===== config.mk =====
export PLATFORM = sky130hd
export DESIGN_NAME = rc_pulse_width_decoder
export DESIGN_NICKNAME = d
export VERILOG_FILES = /design/src/sv/rcpwd_pkg.sv /design/src/sv/rcpwd_ctrl.sv /design/src/sv/rcpwd_dp.sv /design/src/sv/rc_pulse_width_decoder.sv
export SDC_FILE = /design/constraint.sdc
export NUM_CORES = 1
export LEC_CHECK = 0
export ABC_CLOCK_PERIOD_IN_PS = 7150
export BUFFER_PORTS_ARGS = -buffer_cell sky130_fd_sc_hd__buf_2
export CORE_MARGIN = 2
export CORE_UTILIZATION = 34
export DETAILED_ROUTE_END_ITERATION = 16
export GPL_ROUTABILITY_DRIVEN = 0
export SLEW_MARGIN = 0
export SYNTH_ARGS = -nofsm -noshare
export SYNTH_HDL_FRONTEND = slang
export SYNTH_HIERARCHICAL = 1
export SYNTH_SLANG_ARGS = --single-unit

===== constraint.sdc =====
create_clock -name clk -period 7.15 [get_ports clk]
set_input_delay 0.715 -clock clk [delete_from_list [all_inputs] [get_ports clk]]
set_output_delay 0.715 -clock clk [all_outputs]
set_load 0.01 [all_outputs]

===== src/sv/rcpwd_pkg.sv =====
// ----------------------------------------------------------------------------
// rcpwd_pkg
// Shared widths, register indexes, reset values and the command and status
// words that pass between the pulse-width decoder controller and datapath.
// ----------------------------------------------------------------------------
`default_nettype none

package rcpwd_pkg;

	localparam int STAMP_BITS_DEF = 16;
	localparam int CHANNELS_DEF   = 3;

	localparam int CHAN_W      = 2;
	localparam int STAMP_W     = 16;
	localparam int CFG_IDX_W   = 3;
	localparam int CFG_DATA_W  = 12;
	localparam int PULSE_W     = 12;
	localparam int TILT_W      = 8;
	localparam int THR_W       = 11;
	localparam int ANGLE_CMD_W = 12;
	localparam int THR_CMD_W   = 15;

	localparam logic [CFG_IDX_W-1:0] REG_PULSE_MIN    = 3'd0;
	localparam logic [CFG_IDX_W-1:0] REG_PULSE_MAX    = 3'd1;
	localparam logic [CFG_IDX_W-1:0] REG_TILT_LOW     = 3'd2;
	localparam logic [CFG_IDX_W-1:0] REG_TILT_HIGH    = 3'd3;
	localparam logic [CFG_IDX_W-1:0] REG_THROTTLE_TOP = 3'd4;

	localparam logic        [PULSE_W-1:0] PULSE_MIN_RST = 12'd1000;
	localparam logic        [PULSE_W-1:0] PULSE_MAX_RST = 12'd2000;
	localparam logic signed [TILT_W-1:0]  TILT_LOW_RST  = -8'sd30;
	localparam logic signed [TILT_W-1:0]  TILT_HIGH_RST = 8'sd30;
	localparam logic        [THR_W-1:0]   THR_TOP_RST   = 11'd2000;

	// Acceptance window on the measured width, open at both ends
	localparam int WIN_LOW  = 1000;
	localparam int WIN_HIGH = 2000;

	// Datapath widths
	localparam int WIDTH_W  = 11;  // widths inside the window stay below 2048
	localparam int DIFF_W   = 13;
	localparam int SPAN_W   = 12;
	localparam int LO_W     = 11;
	localparam int DEN_W    = 13;
	localparam int PROD1_W  = DIFF_W + SPAN_W;
	localparam int PROD2_W  = LO_W + DEN_W;
	localparam int SUM_W    = 24;
	localparam int NUM_W    = SUM_W + 4;
	localparam int MAG_W    = NUM_W - 1;

	localparam logic signed [LO_W-1:0] THROTTLE_BASE = 11'sd1000;

	localparam logic [CHAN_W-1:0] TGT_ROLL     = 2'd0;
	localparam logic [CHAN_W-1:0] TGT_PITCH    = 2'd1;
	localparam logic [CHAN_W-1:0] TGT_THROTTLE = 2'd2;

	typedef struct packed {
		logic capture;
		logic mul1;
		logic mul2;
		logic sum;
		logic div_step;
		logic commit;
		logic out_load;
	} dp_cmd_t;

	typedef struct packed {
		logic need_map;
	} dp_sts_t;

endpackage

`default_nettype wire


===== src/sv/rcpwd_ctrl.sv =====
// ----------------------------------------------------------------------------
// rcpwd_ctrl
// Sequencer for the pulse-width decoder: input handshake, multiply and
// divide steps, result register handshake.
// ----------------------------------------------------------------------------
`default_nettype none

module rcpwd_ctrl import rcpwd_pkg::*; (
	input  wire logic    clk,
	input  wire logic    arst_n,
	input  wire logic    in_valid,
	output logic         in_ready,
	output logic         out_valid,
	input  wire logic    out_ready,
	input  wire dp_sts_t sts,
	output dp_cmd_t      cmd
);

	localparam logic [2:0] ST_IDLE   = 3'd0;
	localparam logic [2:0] ST_MUL1   = 3'd1;
	localparam logic [2:0] ST_MUL2   = 3'd2;
	localparam logic [2:0] ST_SUM    = 3'd3;
	localparam logic [2:0] ST_DIV    = 3'd4;
	localparam logic [2:0] ST_COMMIT = 3'd5;
	localparam logic [2:0] ST_DONE   = 3'd6;

	localparam int CNT_W = $clog2(MAG_W);

	logic [2:0]       state_q, state_d;
	logic [CNT_W-1:0] cnt_q;
	logic             out_valid_q;
	logic             accept, out_free;

	assign in_ready  = (state_q == ST_IDLE);
	assign accept    = in_valid && in_ready;
	assign out_free  = !out_valid_q || out_ready;
	assign out_valid = out_valid_q;

	always_comb begin
		state_d = state_q;
		cmd     = '0;
		unique case (state_q)
			ST_IDLE: begin
				cmd.capture = accept;
				if (accept) begin
					state_d = sts.need_map ? ST_MUL1 : ST_DONE;
				end
			end
			ST_MUL1: begin
				cmd.mul1 = 1'b1;
				state_d  = ST_MUL2;
			end
			ST_MUL2: begin
				cmd.mul2 = 1'b1;
				state_d  = ST_SUM;
			end
			ST_SUM: begin
				cmd.sum = 1'b1;
				state_d = ST_DIV;
			end
			ST_DIV: begin
				cmd.div_step = 1'b1;
				if (cnt_q == CNT_W'(MAG_W - 1)) begin
					state_d = ST_COMMIT;
				end
			end
			ST_COMMIT: begin
				cmd.commit = 1'b1;
				state_d    = ST_DONE;
			end
			ST_DONE: begin
				if (out_free) begin
					cmd.out_load = 1'b1;
					state_d      = ST_IDLE;
				end
			end
			default: state_d = ST_IDLE;
		endcase
	end

	always_ff @(posedge clk or negedge arst_n) begin
		if (!arst_n) begin
			state_q     <= ST_IDLE;
			cnt_q       <= '0;
			out_valid_q <= 1'b0;
		end else begin
			state_q <= state_d;
			if (cmd.sum) begin
				cnt_q <= '0;
			end else if (cmd.div_step) begin
				cnt_q <= cnt_q + 1'b1;
			end
			if (cmd.out_load) begin
				out_valid_q <= 1'b1;
			end else if (out_ready) begin
				out_valid_q <= 1'b0;
			end
		end
	end

endmodule

`default_nettype wire


===== src/sv/rcpwd_dp.sv =====
// ----------------------------------------------------------------------------
// rcpwd_dp
// Datapath of the pulse-width decoder: configuration registers, per-channel
// edge tracking, linear map through two multiplies and a restoring divider,
// saturation, held commands and the result register.
// ----------------------------------------------------------------------------
`default_nettype none

module rcpwd_dp import rcpwd_pkg::*; #(
	parameter int STAMP_BITS = STAMP_BITS_DEF,
	parameter int CHANNELS   = CHANNELS_DEF
) (
	input  wire logic                          clk,
	input  wire logic                          arst_n,
	input  wire logic                          cfg_we,
	input  wire logic [CFG_IDX_W-1:0]          cfg_index,
	input  wire logic [CFG_DATA_W-1:0]         cfg_data,
	input  wire logic [CHAN_W-1:0]             channel,
	input  wire logic [STAMP_W-1:0]            stamp,
	input  wire dp_cmd_t                       cmd,
	output dp_sts_t                            sts,
	output logic signed [ANGLE_CMD_W-1:0]      roll_cmd,
	output logic signed [ANGLE_CMD_W-1:0]      pitch_cmd,
	output logic        [THR_CMD_W-1:0]        throttle_cmd,
	output logic                               pulse_accepted
);

	// configuration
	logic        [PULSE_W-1:0] pulse_min_q, pulse_max_q;
	logic signed [TILT_W-1:0]  tilt_low_q, tilt_high_q;
	logic        [THR_W-1:0]   throttle_top_q;

	// edge tracking
	logic [CHANNELS-1:0]   awaiting_q;
	logic [STAMP_BITS-1:0] rise_q [CHANNELS];
	logic [CHANNELS-1:0]   hit;
	logic [STAMP_BITS-1:0] st, rise_sel, width_raw;
	logic [31:0]           width_ext;
	logic                  fall_sel, in_window, span_ok;

	// map
	logic [WIDTH_W-1:0]        w_q;
	logic [CHAN_W-1:0]         tgt_q;
	logic signed [LO_W-1:0]    lo_sel;
	logic signed [SPAN_W-1:0]  hi_sel, span;
	logic signed [DIFF_W-1:0]  diff;
	logic [PULSE_W-1:0]        d_span;
	logic signed [DEN_W-1:0]   den;
	logic signed [PROD1_W-1:0] prod1_q;
	logic signed [PROD2_W-1:0] prod2_q;
	logic signed [SUM_W-1:0]   sum;
	logic signed [NUM_W-1:0]   num, mag;
	logic [MAG_W-1:0]          quo_q;
	logic [PULSE_W-1:0]        rem_q;
	logic                      neg_q;
	logic [PULSE_W:0]          shifted, dvs, trial;
	logic                      ge;
	logic signed [NUM_W-1:0]   qmag, qval, lim_a, lim_b, lim_mn, lim_mx, qsat;

	// held commands
	logic signed [ANGLE_CMD_W-1:0] roll_hold_q, pitch_hold_q;
	logic        [THR_CMD_W-1:0]   throttle_hold_q;
	logic                          acc_q;

	always_ff @(posedge clk or negedge arst_n) begin
		if (!arst_n) begin
			pulse_min_q    <= PULSE_MIN_RST;
			pulse_max_q    <= PULSE_MAX_RST;
			tilt_low_q     <= TILT_LOW_RST;
			tilt_high_q    <= TILT_HIGH_RST;
			throttle_top_q <= THR_TOP_RST;
		end else if (cfg_we) begin
			unique case (cfg_index)
				REG_PULSE_MIN:    pulse_min_q    <= cfg_data[PULSE_W-1:0];
				REG_PULSE_MAX:    pulse_max_q    <= cfg_data[PULSE_W-1:0];
				REG_TILT_LOW:     tilt_low_q     <= cfg_data[TILT_W-1:0];
				REG_TILT_HIGH:    tilt_high_q    <= cfg_data[TILT_W-1:0];
				REG_THROTTLE_TOP: throttle_top_q <= cfg_data[THR_W-1:0];
				default: ;
			endcase
		end
	end

	// select the addressed channel and measure the pulse
	always_comb begin
		st       = STAMP_BITS'(stamp);
		rise_sel = '0;
		fall_sel = 1'b0;
		for (int i = 0; i < CHANNELS; i++) begin
			hit[i] = (32'(channel) == 32'(i));
			if (hit[i]) begin
				rise_sel = rise_q[i];
				fall_sel = awaiting_q[i];
			end
		end
		width_raw    = st - rise_sel;
		width_ext    = 32'(width_raw);
		in_window    = (width_ext > 32'(WIN_LOW)) && (width_ext < 32'(WIN_HIGH));
		span_ok      = pulse_max_q > pulse_min_q;
		sts.need_map = fall_sel && in_window && span_ok && (channel <= TGT_THROTTLE);
	end

	always_ff @(posedge clk or negedge arst_n) begin
		if (!arst_n) begin
			awaiting_q <= '0;
		end else if (cmd.capture) begin
			for (int i = 0; i < CHANNELS; i++) begin
				if (hit[i]) begin
					awaiting_q[i] <= !awaiting_q[i];
				end
			end
		end
	end

	always_ff @(posedge clk) begin
		if (cmd.capture) begin
			for (int i = 0; i < CHANNELS; i++) begin
				if (hit[i] && !awaiting_q[i]) begin
					rise_q[i] <= st;
				end
			end
		end
	end

	// range end points and operands of the map
	always_comb begin
		if (tgt_q == TGT_THROTTLE) begin
			lo_sel = THROTTLE_BASE;
			hi_sel = signed'({1'b0, throttle_top_q});
		end else begin
			lo_sel = LO_W'(tilt_low_q);
			hi_sel = SPAN_W'(tilt_high_q);
		end
		span    = hi_sel - SPAN_W'(lo_sel);
		diff    = signed'({2'b00, w_q}) - signed'({1'b0, pulse_min_q});
		d_span  = pulse_max_q - pulse_min_q;
		den     = signed'({1'b0, d_span});
		sum     = SUM_W'(prod1_q) + prod2_q;
		num     = signed'({sum, 4'b0000});
		mag     = num[NUM_W-1] ? -num : num;
		shifted = {rem_q, quo_q[MAG_W-1]};
		dvs     = {1'b0, d_span};
		trial   = shifted - dvs;
		ge      = shifted >= dvs;
		qmag    = signed'({1'b0, quo_q});
		qval    = neg_q ? -qmag : qmag;
		lim_a   = NUM_W'(lo_sel) <<< 4;
		lim_b   = NUM_W'(hi_sel) <<< 4;
		lim_mn  = (lim_a < lim_b) ? lim_a : lim_b;
		lim_mx  = (lim_a < lim_b) ? lim_b : lim_a;
		if (qval < lim_mn) begin
			qsat = lim_mn;
		end else if (qval > lim_mx) begin
			qsat = lim_mx;
		end else begin
			qsat = qval;
		end
	end

	always_ff @(posedge clk) begin
		if (cmd.capture) begin
			w_q   <= width_ext[WIDTH_W-1:0];
			tgt_q <= channel;
		end
		if (cmd.mul1) begin
			prod1_q <= PROD1_W'(diff) * PROD1_W'(span);
		end
		if (cmd.mul2) begin
			prod2_q <= PROD2_W'(lo_sel) * PROD2_W'(den);
		end
		if (cmd.sum) begin
			neg_q <= num[NUM_W-1];
			quo_q <= mag[MAG_W-1:0];
			rem_q <= '0;
		end else if (cmd.div_step) begin
			rem_q <= ge ? trial[PULSE_W-1:0] : shifted[PULSE_W-1:0];
			quo_q <= {quo_q[MAG_W-2:0], ge};
		end
	end

	always_ff @(posedge clk or negedge arst_n) begin
		if (!arst_n) begin
			roll_hold_q     <= '0;
			pitch_hold_q    <= '0;
			throttle_hold_q <= '0;
			acc_q           <= 1'b0;
		end else if (cmd.capture) begin
			acc_q <= 1'b0;
		end else if (cmd.commit) begin
			acc_q <= 1'b1;
			case (tgt_q)
				TGT_ROLL:     roll_hold_q     <= qsat[ANGLE_CMD_W-1:0];
				TGT_PITCH:    pitch_hold_q    <= qsat[ANGLE_CMD_W-1:0];
				TGT_THROTTLE: throttle_hold_q <= qsat[THR_CMD_W-1:0];
				default: ;
			endcase
		end
	end

	// result word
	always_ff @(posedge clk) begin
		if (cmd.out_load) begin
			roll_cmd       <= roll_hold_q;
			pitch_cmd      <= pitch_hold_q;
			throttle_cmd   <= throttle_hold_q;
			pulse_accepted <= acc_q;
		end
	end

endmodule

`default_nettype wire


===== src/sv/rc_pulse_width_decoder.sv =====
// A completed pulse inside the window, with pulse max above pulse min, is mapped
//   through two multiplies, a 27-step restoring divider and saturation.
// Other events skip the map and go straight to the result register.
// One event is in flight at a time: none is taken before the last one's word is loaded;
//   the next event is taken while the last word still waits at the output.
// Reset clears edge state and held commands and loads the register defaults.
// ----------------------------------------------------------------------------
// rc_pulse_width_decoder
// Three-channel RC receiver pulse-width decoder: measures pulse widths from
// edge stamps and maps them to held roll, pitch and throttle commands.
// ----------------------------------------------------------------------------
`default_nettype none

module rc_pulse_width_decoder import rcpwd_pkg::*; #(
	parameter int STAMP_BITS = STAMP_BITS_DEF,
	parameter int CHANNELS   = CHANNELS_DEF
) (
	input  wire logic                     clk,
	input  wire logic                     arst_n,
	input  wire logic                     cfg_we,
	input  wire logic [CFG_IDX_W-1:0]     cfg_index,
	input  wire logic [CFG_DATA_W-1:0]    cfg_data,
	input  wire logic                     in_valid,
	output logic                          in_ready,
	input  wire logic [CHAN_W-1:0]        channel,
	input  wire logic [STAMP_W-1:0]       stamp,
	output logic                          out_valid,
	input  wire logic                     out_ready,
	output logic signed [ANGLE_CMD_W-1:0] roll_cmd,
	output logic signed [ANGLE_CMD_W-1:0] pitch_cmd,
	output logic        [THR_CMD_W-1:0]   throttle_cmd,
	output logic                          pulse_accepted
);

	dp_cmd_t cmd;
	dp_sts_t sts;

	rcpwd_ctrl u_ctrl (
		.clk       (clk),
		.arst_n    (arst_n),
		.in_valid  (in_valid),
		.in_ready  (in_ready),
		.out_valid (out_valid),
		.out_ready (out_ready),
		.sts       (sts),
		.cmd       (cmd)
	);

	rcpwd_dp #(
		.STAMP_BITS (STAMP_BITS),
		.CHANNELS   (CHANNELS)
	) u_dp (
		.clk            (clk),
		.arst_n         (arst_n),
		.cfg_we         (cfg_we),
		.cfg_index      (cfg_index),
		.cfg_data       (cfg_data),
		.channel        (channel),
		.stamp          (stamp),
		.cmd            (cmd),
		.sts            (sts),
		.roll_cmd       (roll_cmd),
		.pitch_cmd      (pitch_cmd),
		.throttle_cmd   (throttle_cmd),
		.pulse_accepted (pulse_accepted)
	);

endmodule

`default_nettype wire


==> impl_results.md <==
- Most common cell on crit path: fa_1
- Placed Cells: roughly 4,100
- Number of H-tree levels: 1
- Worst path max stage delay: ~560 ps
- Die Wd: a little under 300 um
- Worst Path Required: around 7500 ps
- Worst setup EP type: register
- Largest cells by area after synthesis: edfxtp_1 19%, fa_1 17%, ha_1 12%
- Nets: 3,718
- Area Overhead vs Synth: 20.3%
- Synth Area per Inst: roughly 9.7 um2
- Synth Flop Type: edfxtp_1
- Commonest cells post-synth: 406 x inv_1, 284 x nand2_1, 267 x ha_1, 240 x fa_1, 235 x nor2_1
- Max_cap viols: 0
- CORE AREA: about 80,000 um2
- Final Hold Fails: 0
- Clock slew at reported path FFs: about 70 ps
- FMAX: 137 MHz
- RSZ-0062 raised after global routing: true
- Syn_nets: roughly 3,400
- Max-slew violation count: 0
- Vias in the first global route: around 21,000
- Cell area after synthesis: between 20,000 and 30,000 um2
- Sink Count: around 290
- Iter 0 DRT Violations: about 1,200
- Ratio of routed vias to standard cells: 4.97
- Post-Syn Instances: ~2,800
- Asr flop ratio synth: 0.353
- CP Data Arrival Time: between 7000 and 8000 ps
- Hold_buf cts: 0
- Diode count: 0
- WS Path Type: register to register
- Worst hold path class: input pin to asynchronous set/reset pin
- Post-DP HPWL: approximately 56 mm
- Total negative slack: -158 ps
- Fill cells: around 8,000
- Final Setup Violations: 2
- Fin crit share: 1.02
- Worst path slowest cell: fa_1
- Total clock buffers created by CTS: 31
- Clk root buf: clkbuf_16
- Area leader, netlist: edfxtp_1
- Worst-Skew Late Latency: around 620 ps
- I/O pin count: 80
- Final Skew: around 20 ps
- WL per Instance: around 17 um
- CP Launch Type: register
- Detailed Routing Iterations Pass 1: 5
- Failing checks: negative setup slack
- Critical path buffers and inverters: 7
- Final ANT Viol Nets: 0
- Yosys warns: 6
- Synth cell types: 96
- Die area: 83,200 um2
- Setup WS pre-CTS: -404 ps
- Status: finished, violations left
- Starting density of the core: 0.343
- Fraction of the yosys area taken by sequential cells: 0.297
- CP delay by family, top: adder cells
- Via Count: between 20,000 and 25,000
- Detailed Route WL: roughly 70 mm
- Final Non-Filler Cells: approximately 4,300
- Most common cell in the synthesized netlist: inv_1
- Min Tclk post-route: 7290 ps
- Final worst slack: -141 ps
- Gr ovfl total: 0
- DR DRC count: 0
- Total Routing Usage GR: 0.167
- Site Rows: approximately 100
- Pin count of the biggest net entering global routing: 59
- Initial antenna violation count: 2
- Layout cells sized above 1: 0.211
- Rel. slew slack: 0.244
- Slew @ Worst Pin: around 1100 ps
- Clk buf depth: 3
- Global-route wire length before repair: 111 mm
- TritonCTS clock tree: done
- Post-synth EDFFs: 177
- Worst-path fanout max: 3
- Port bufs: about 80
- Yosys reg bits: around 300
- Top cell type's share of synthesized area: 0.193
- Die Span Y: 288 um
[cell usage in the layout, fill, tap and decap left out, drive strengths merged, types with 9 or more instances in the layout]
cell    count
o21a       20
and3       11
xor2       31
xnor2     116
nor2      236
edfxtp    177
a31oi      24
nor3b       9
nor3       53
inv       408
or3        14
nand3      27
nor4       10
nand2     284
a21boi     16
a21oi     131
or2        12
nand2b     56
a211oi     26
a21o       24
dfrtp      77
clkbuf     42
dfxtp      12
dfstp      26
o211ai     13
clkinv     13
nand4      20
nor2b      43
ha        267
mux2i      49
fa        240
mux2       49
o31ai      11
and2       40
o21ai     134
buf       376
[cells by family after synthesis]
| kind of cell | Yosys count | synth area share |
|---|---|---|
| XOR/XNOR | 147 | 0.0468 |
| multiplexers | 98 | 0.0380 |
| buffers and inverters | 490 | 0.0681 |
| AO/OA/AOI/OAI | 475 | 0.112 |
| flip-flops | 292 | 0.297 |
| adder cells (fa/ha/maj) | 507 | 0.296 |
| AND/OR/NAND/NOR | 836 | 0.142 |
[area by class of cell]
type                            instances  area (um2)  area share
Clock buffer                           42         882      0.0267
Clock inverter                         16         178     0.00537
Inverter                              409        1540      0.0467
Multi-Input combinational cell       2063       18300       0.552
Sequential cell                       292        8170       0.247
Tap cell                             1060        1330      0.0401
Timing Repair Buffer                  376        2710      0.0820
[state kept, by name, indices dropped and copies added, names as in the netlist, 2 cells and up]
signal                cells
u_ctrl/cnt_q              5
u_ctrl/state_q            3
u_dp/awaiting_q           3
u_dp/pitch_cmd           12
u_dp/pitch_hold_q        12
u_dp/prod1_q             24
u_dp/prod2_q             24
u_dp/pulse_max_q         12
u_dp/pulse_min_q         12
u_dp/quo_q               27
u_dp/rem_q               12
u_dp/rise_q              48
u_dp/roll_cmd            12
u_dp/roll_hold_q         12
u_dp/tgt_q                2
u_dp/throttle_cmd        15
u_dp/throttle_hold_q     15
u_dp/throttle_top_q      11
u_dp/tilt_high_q          8
u_dp/tilt_low_q           8
u_dp/w_q                 11
[worst register-to-register path, delay by kind of cell, from the launching register on]
kind / cells / cell delay (ps)
XOR/XNOR: 2 / 250
AND/OR/NAND/NOR: 7 / 1030
multiplexers: 1 / 180
AO/OA/AOI/OAI: 8 / 1150
flip-flops: 1 / 400
adder cells (fa/ha/maj): 8 / 3380
buffers and inverters: 7 / 620
[worst paths after layout]
check	end	depth (start not counted)	slack, ps	from
min in group clk	u_dp/rise_q[0][16]$_DFFE_PP_	1	330	stamp[0]
max in group asynchronous	u_dp/awaiting_q[2]$_DFFE_PN0P_	2	5880	arst_n
worst min register to register	u_dp/roll_cmd[3]$_DFFE_PP_	0	450	u_dp/roll_hold_q[3]$_DFFE_PN0P_
worst min-delay path	u_dp/pitch_hold_q[8]$_DFFE_PN0P_	1	100	arst_n
worst max register to register	u_dp/prod1_q[22]$_DFFE_PP_	33	-140	u_dp/tgt_q[1]$_DFFE_PP_
worst max-delay path	u_dp/prod1_q[22]$_DFFE_PP_	33	-140	u_dp/tgt_q[1]$_DFFE_PP_
[layer usage]
layer	global-route usage	vias up	routed length, um
met1	0.225	10400	31300
met4	0.0355	4	1520
met5	0	-	27
met3	0.0303	106	3650
li1	-	10200	-
met2	0.280	408	34200
[what timing repair did]
action,CTS,global route
gates cloned,0,1
resized for setup,49,122
pin swaps,22,97
setup endpoints to repair,14,53
setup buffers,35,31
[stage by stage]
step	utilization	hold slack, ps	cell area, um2
floorplan	-	419	27600
global placement	0.383	431	30800
detailed placement	0.383	431	30800
CTS	0.403	85.8	32300
global route	0.412	123	33100
finish	0.412	103	33100
Power is left out: the tool's default activity adds up to more than one toggle a clock period on the data nets, which glitch-free logic cannot reach.
